### config.mk
export PLATFORM = sky130hd
export DESIGN_NAME = rau_ctrl
export DESIGN_NICKNAME = d
export VERILOG_FILES = /design/src/rtl/rau_pkg.sv /design/src/rtl/rau_ctrl.sv
export SDC_FILE = /design/constraint.sdc
export NUM_CORES = 1
export LEC_CHECK = 0
export BUFFER_PORTS_ARGS = -buffer_cell sky130_fd_sc_hd__buf_2
export CAP_MARGIN = 20
export CORE_UTILIZATION = 40
export DETAILED_ROUTE_END_ITERATION = 7
export PLACE_DENSITY = 0.7
export SYNTH_ARGS = -nofsm -noshare
export SYNTH_HDL_FRONTEND = slang
export SYNTH_SLANG_ARGS = --single-unit
### constraint.sdc
create_clock -name clk -period 3.4 [get_ports clk]
set_input_delay 1.02 -clock clk [delete_from_list [all_inputs] [get_ports clk]]
set_output_delay 1.02 -clock clk [all_outputs]
set_load 0.02 [all_outputs]
### src/rtl/rau_pkg.sv
// ----------------------------------------------------------------------------
// rau_pkg: shared types and constants of the rational arithmetic unit
// Holds field widths, operation and status codes, and the command and
// status structures that pass between the controller and the datapath.
// ----------------------------------------------------------------------------
package rau_pkg;

	localparam int FIELD_W   = 32;
	localparam int DEN_W     = 31;
	localparam int FUNC_W    = 2;
	localparam int STATUS_W  = 2;
	localparam int WIDE_W    = 2 * FIELD_W;
	localparam int SHIFT_W   = $clog2(WIDE_W);
	localparam int WIDTH_DEF = 32;

	typedef enum logic [FUNC_W-1:0] {
		FUNC_ADD = 2'd0,
		FUNC_INC = 2'd1,
		FUNC_DEC = 2'd2,
		FUNC_CMP = 2'd3
	} func_t;

	localparam logic [STATUS_W-1:0] ST_OK       = 2'd0;
	localparam logic [STATUS_W-1:0] ST_ZERO_DEN = 2'd1;
	localparam logic [STATUS_W-1:0] ST_OVERFLOW = 2'd2;

	typedef enum logic [1:0] {
		RSEL_A = 2'd0,
		RSEL_B = 2'd1,
		RSEL_S = 2'd2
	} red_sel_t;

	typedef enum logic [1:0] {
		MSEL_P = 2'd0,
		MSEL_Q = 2'd1,
		MSEL_D = 2'd2
	} mul_sel_t;

	typedef struct packed {
		logic     load;
		logic     err_zero;
		logic     red_start;
		red_sel_t red_sel;
		logic     store_a;
		logic     store_b;
		logic     store_b_unit;
		logic     mul_en;
		mul_sel_t mul_sel;
		logic     sum_en;
		logic     cmp_en;
		logic     fit_en;
	} dp_cmd_t;

	typedef struct packed {
		logic  zero_den;
		func_t func;
		logic  red_done;
	} dp_stat_t;

	// Magnitude of a two's complement field; the most negative value maps to 2^(n-1).
	function automatic logic [FIELD_W-1:0] mag_of(input logic [FIELD_W-1:0] v);
		mag_of = v[FIELD_W-1] ? (~v + 1'b1) : v;
	endfunction

endpackage

### src/rtl/rau_ctrl.sv
// ----------------------------------------------------------------------------
// rau_ctrl: sequencing controller of the rational arithmetic unit
// Walks one word through check, reductions, multiplies and result write.
// ----------------------------------------------------------------------------
module rau_ctrl (
	input  logic               clk,
	input  logic               arst_n,
	input  logic               start,
	input  rau_pkg::dp_stat_t  stat,
	output rau_pkg::dp_cmd_t   cmd,
	output logic               busy,
	output logic               done
);
	import rau_pkg::*;

	typedef enum logic [11:0] {
		S_IDLE  = 12'b000000000001,
		S_CHECK = 12'b000000000010,
		S_RED_A = 12'b000000000100,
		S_RED_B = 12'b000000001000,
		S_MUL_P = 12'b000000010000,
		S_MUL_Q = 12'b000000100000,
		S_MUL_D = 12'b000001000000,
		S_CMP   = 12'b000010000000,
		S_SUM   = 12'b000100000000,
		S_RSTRT = 12'b001000000000,
		S_RED_S = 12'b010000000000,
		S_DONE  = 12'b100000000000
	} ctrl_state_t;

	ctrl_state_t state_q, state_d;
	logic        use_b;

	assign use_b = (stat.func == FUNC_ADD) || (stat.func == FUNC_CMP);

	always_comb begin
		cmd     = '0;
		state_d = state_q;
		unique case (state_q)
			S_IDLE: begin
				if (start) begin
					cmd.load = 1'b1;
					state_d  = S_CHECK;
				end
			end
			S_CHECK: begin
				if (stat.zero_den) begin
					cmd.err_zero = 1'b1;
					state_d      = S_DONE;
				end else begin
					cmd.red_start = 1'b1;
					cmd.red_sel   = RSEL_A;
					state_d       = S_RED_A;
				end
			end
			S_RED_A: begin
				if (stat.red_done) begin
					cmd.store_a = 1'b1;
					if (use_b) begin
						cmd.red_start = 1'b1;
						cmd.red_sel   = RSEL_B;
						state_d       = S_RED_B;
					end else begin
						cmd.store_b_unit = 1'b1;
						state_d          = S_MUL_P;
					end
				end
			end
			S_RED_B: begin
				if (stat.red_done) begin
					cmd.store_b = 1'b1;
					state_d     = S_MUL_P;
				end
			end
			S_MUL_P: begin
				cmd.mul_en  = 1'b1;
				cmd.mul_sel = MSEL_P;
				state_d     = S_MUL_Q;
			end
			S_MUL_Q: begin
				cmd.mul_en  = 1'b1;
				cmd.mul_sel = MSEL_Q;
				state_d     = (stat.func == FUNC_CMP) ? S_CMP : S_MUL_D;
			end
			S_MUL_D: begin
				cmd.mul_en  = 1'b1;
				cmd.mul_sel = MSEL_D;
				state_d     = S_SUM;
			end
			S_CMP: begin
				cmd.cmp_en = 1'b1;
				state_d    = S_DONE;
			end
			S_SUM: begin
				cmd.sum_en = 1'b1;
				state_d    = S_RSTRT;
			end
			S_RSTRT: begin
				cmd.red_start = 1'b1;
				cmd.red_sel   = RSEL_S;
				state_d       = S_RED_S;
			end
			S_RED_S: begin
				cmd.red_sel = RSEL_S;
				if (stat.red_done) begin
					cmd.fit_en = 1'b1;
					state_d    = S_DONE;
				end
			end
			S_DONE: begin
				state_d = S_IDLE;
			end
			default: begin
				state_d = S_IDLE;
			end
		endcase
	end

	always_ff @(posedge clk or negedge arst_n) begin
		if (!arst_n) state_q <= S_IDLE;
		else         state_q <= state_d;
	end

	assign busy = (state_q != S_IDLE);
	assign done = (state_q == S_DONE);

endmodule

Word level (Yosys, flattened, before mapping)
Cells that the tools add are included.
{"block": "totals", "ff_bits": 12, "in_bits": 7, "out_inout_bits": 16, "wordCells": 50}
{"block": "classes", "n_eq_ne": 18, "mux": 27, "reduce_logical": 4}
{"cell": "12-bit case mux with 11 select lines", "n": 1}
{"cell": "12-bit 2-to-1 mux", "n": 5}
{"cell": "1-bit 2-to-1 mux", "n": 13}
{"cell": "12-bit by 1-bit equality test with 1-bit output, second input constant", "n": 1}
{"cell": "12-bit by 10-bit equality test with 1-bit output, second input constant", "n": 1}
{"cell": "12-bit by 11-bit equality test with 1-bit output, second input constant", "n": 1}
{"cell": "12-bit equality test, second input constant", "n": 1}
{"cell": "12-bit by 2-bit equality test with 1-bit output, second input constant", "n": 1}
{"cell": "12-bit by 3-bit equality test with 1-bit output, second input constant", "n": 1}
{"cell": "12-bit by 4-bit equality test with 1-bit output, second input constant", "n": 1}
{"cell": "12-bit by 5-bit equality test with 1-bit output, second input constant", "n": 1}
{"cell": "12-bit by 6-bit equality test with 1-bit output, second input constant", "n": 1}
{"cell": "12-bit by 7-bit equality test with 1-bit output, second input constant", "n": 1}
{"cell": "12-bit by 8-bit equality test with 1-bit output, second input constant", "n": 1}
{"cell": "12-bit by 9-bit equality test with 1-bit output, second input constant", "n": 1}
{"cell": "12-bit by 1-bit != test with 1-bit output, second input constant", "n": 1}
{"cell": "3-bit case mux with 3 select lines", "n": 1}
{"cell": "8-bit 2-to-1 mux", "n": 1}
{"cell": "2-bit != test, second input constant", "n": 4}
{"cell": "3-bit 2-to-1 mux", "n": 2}
{"cell": "2-bit case mux with 3 select lines", "n": 1}
{"cell": "5-bit 2-to-1 mux", "n": 1}
{"cell": "4-bit 2-to-1 mux", "n": 1}
{"cell": "4-bit AND reduction", "n": 1}
{"cell": "other kinds (5)", "n": 5}

Longest topological paths before layout
{"block": "depth", "word_depth": 5, "ltp_mapped": 5, "mapped_depth_nobuf": 5}

Worst setup path before layout
OpenSTA, ideal clock, no wires.
{"block": "synth_path", "kind": "input -> output", "start": "input stat[0] (netlist name)", "end": "output cmd[6] (netlist name)", "t_arrival_ns": 1.795, "t_required_ns": 2.380, "slack_ns": 0.585, "path_stages": 4, "path_buffers": 0, "path_cell_list": "nor3b_1 -> nand3_2 -> inv_2 -> and2_1"}
{"element": "from (decl)", "line_no": "rau_ctrl.sv:9", "text": "input rau_pkg::dp_stat_t stat,"}
{"element": "to (decl)", "line_no": "rau_ctrl.sv:10", "text": "output rau_pkg::dp_cmd_t cmd,"}

==> metrics.cfg <==
[logic_synthesis]
ys.flop_type=dfrtp_1
synthesis.area_um2=895
synth_commonest_cells=nor2_1, dfrtp_1, nand2_1
async_flop_share_pct=100
yosysTopAreaCell=dfrtp_1
ys_warn_count=0
synth_xor_area_share_pct=2.94
yosysMostFrequentCell=nor2_1
synth.avg_cell_area_um2=9.22
netlist_instances=97
synthAdderAreaFrac_pct=1.40
ys_types=40
synth_top_family_by_area=simple AND/OR/NAND/NOR gates
synth_mux_area_share_pct=0
yosys-top-cells-area=dfrtp_1, nor2_1, nor4_4
syn_nets=105
seq_area_frac_synth_pct=33.7
synth-seq-cells=12
synth-simple-area-share_pct=43.5
synth-compound-area-share_pct=13.7
synth_edf_count=0
synth_top_area_share_pct=30.8

[run]
maxCapViolCount=0

[global_routing]
grt_overflow=0
antenna_found_initial=0
grt_pass1_wl_um=3600
grt_pass1_vias=795
grt_max_degree=13
grt.total_usage_pct=19.6

[cells_and_area]
drive_gt1_share_pct=35.8
largest_register=state_q
nets=129
reg_top3=state_q x12
syn2layout_area_growth_pct=17.1
num-fill-cells=192
largest_reg_flops=12
n_antenna_cell=0
final_util_pct=51.8

[setup_path]
path_class=reg -> out
worstRegToRegCells=4
startpoint_type=register
path_max_fanout=11
ff2ff_setup_slack_ps=1660
cp-end-kind=output port
critPathArrivalTime_ps=2120
required_ps=2380

[placed_design]
numPortBuffers=22
dp_slack_ps=407
place.gp.congestion=0.914
dp_hpwl_um=1640

[timing]
finalSetupViolations=0
hold_violations=0
timing.fmax_mhz=318
timing.final.crit_period_ps=3140
drv_slew=0
worstMarginPinSlew_ps=555
setup_tns_ps=0
clock_skew_ps=0.669
worst_hold_slack_ps=583
rsz0062_at_grt=false
slew_headroom_pct=62.9
fin_crit_sh_pct=92.5
finalWorstSetupSlack_ps=256

[route]
postRouteAntennaNets=0
drt_iter0_markers=23
remaining_drc_errors=0
firstDrtPassIters=6
routed_via_density=5.71
wl_um=2150
vias=840
drt-wirelength-per-cell_um=14.6

[clock_network]
cts_tree=done
clk_pin_slew_worst_paths_ps=80
clk_path_buf_depth=2
cts_root_buf=clkbuf_4
cts_resized=0
clock_sinks=12
htree_levels=1
cts_setup_buffers=0
cts_hold_buf=0
cts_buffers=3
insertion_delay_ps=270

[die]
die_h_um=49.3
dieArea_um2=2430
die_x_um=49.3
start_util_pct=44.2
std_cell_rows=16
io-pin-count=23
core_um2=2020

[pwr]
cellPowerDensity_nw_per_um2=524
ir_drop_v=0.000409
leakage_nw=0.541
p_total_mw=0.549

[worst_hold_path]
worstHoldPathType=reg -> reg
hold_depth=1

[run_status]
status=completed

## per-layer routing
metal,vias up,routed length [µm],track usage [%],share of wire (%)
met5,-,0,0,0
met3,2,77,4.67,3.6
met2,28,1070,34.7,50
met4,0,12,4.41,0.56
li1,410,-,-,-
met1,400,987,23.6,46
## final cells by class
cell class                 count  area [µm²]  area share (%)
inverter                       4        15.0            1.43
multi-input combinational     78         551            52.6
clock buffer                   4        36.3            3.46
tap                           27        33.8            3.23
timing repair buffer          22         110            10.5
sequential                    12         302            28.8
## critical path, cell delays in order, from the launching register on
cell and delay, ps:
dfrtp_1 540, nor4_4 460, nand2_2 150, or3_4 430, o221ai_2 70, buf_2 190
## path summary, 6_finish.rpt
kind | startpoint | to
worst max-delay path | state_q[6] | cmd[11]
min in group asynchronous | arst_n | state_q[9]
worst min register to register | state_q[5] | state_q[5]
max in group asynchronous | arst_n | state_q[0]
worst min-delay path | state_q[5] | state_q[5]
worst max register to register | state_q[6] | state_q[11]
## cell families (layout without fill, tap and decap cells)
family | after synthesis | after routing
AND/OR/NAND/NOR | 58 | 58
AO/OA/AOI/OAI | 16 | 16
flip-flops | 12 | 12
buffers and inverters | 7 | 30
XOR/XNOR | 3 | 3
adder cells (fa/ha/maj) | 1 | 1
## power by group
part	internal [mW]	total [mW]	switching, mW
combinational	0.0999	0.234	0.134
sequential	0.163	0.198	0.0358
clock	0.0651	0.116	0.0509
total	0.328	0.549	0.221
## placed cells by master (no fill, tap or decap), types with 3 or more instances in the layout
cell and count:
buf_2 22, nor2_1 15, dfrtp_1 11, nand2_1 6, nor3_1 5, nand4_1 4, nand3b_1 4, inv_1 3
and3_1 3, o21ai_0 3, a21oi_1 3, clkbuf_4 3
## through the flow
step	std cells	instance area, µm²
2_1_floorplan	97	895
3_3_place_gp	143	1010
3_5_place_dp	143	1010
4_1_cts	147	1050
5_1_grt	147	1050
6_report	147	1050
Note: power is estimated with default switching activity, not from simulation.
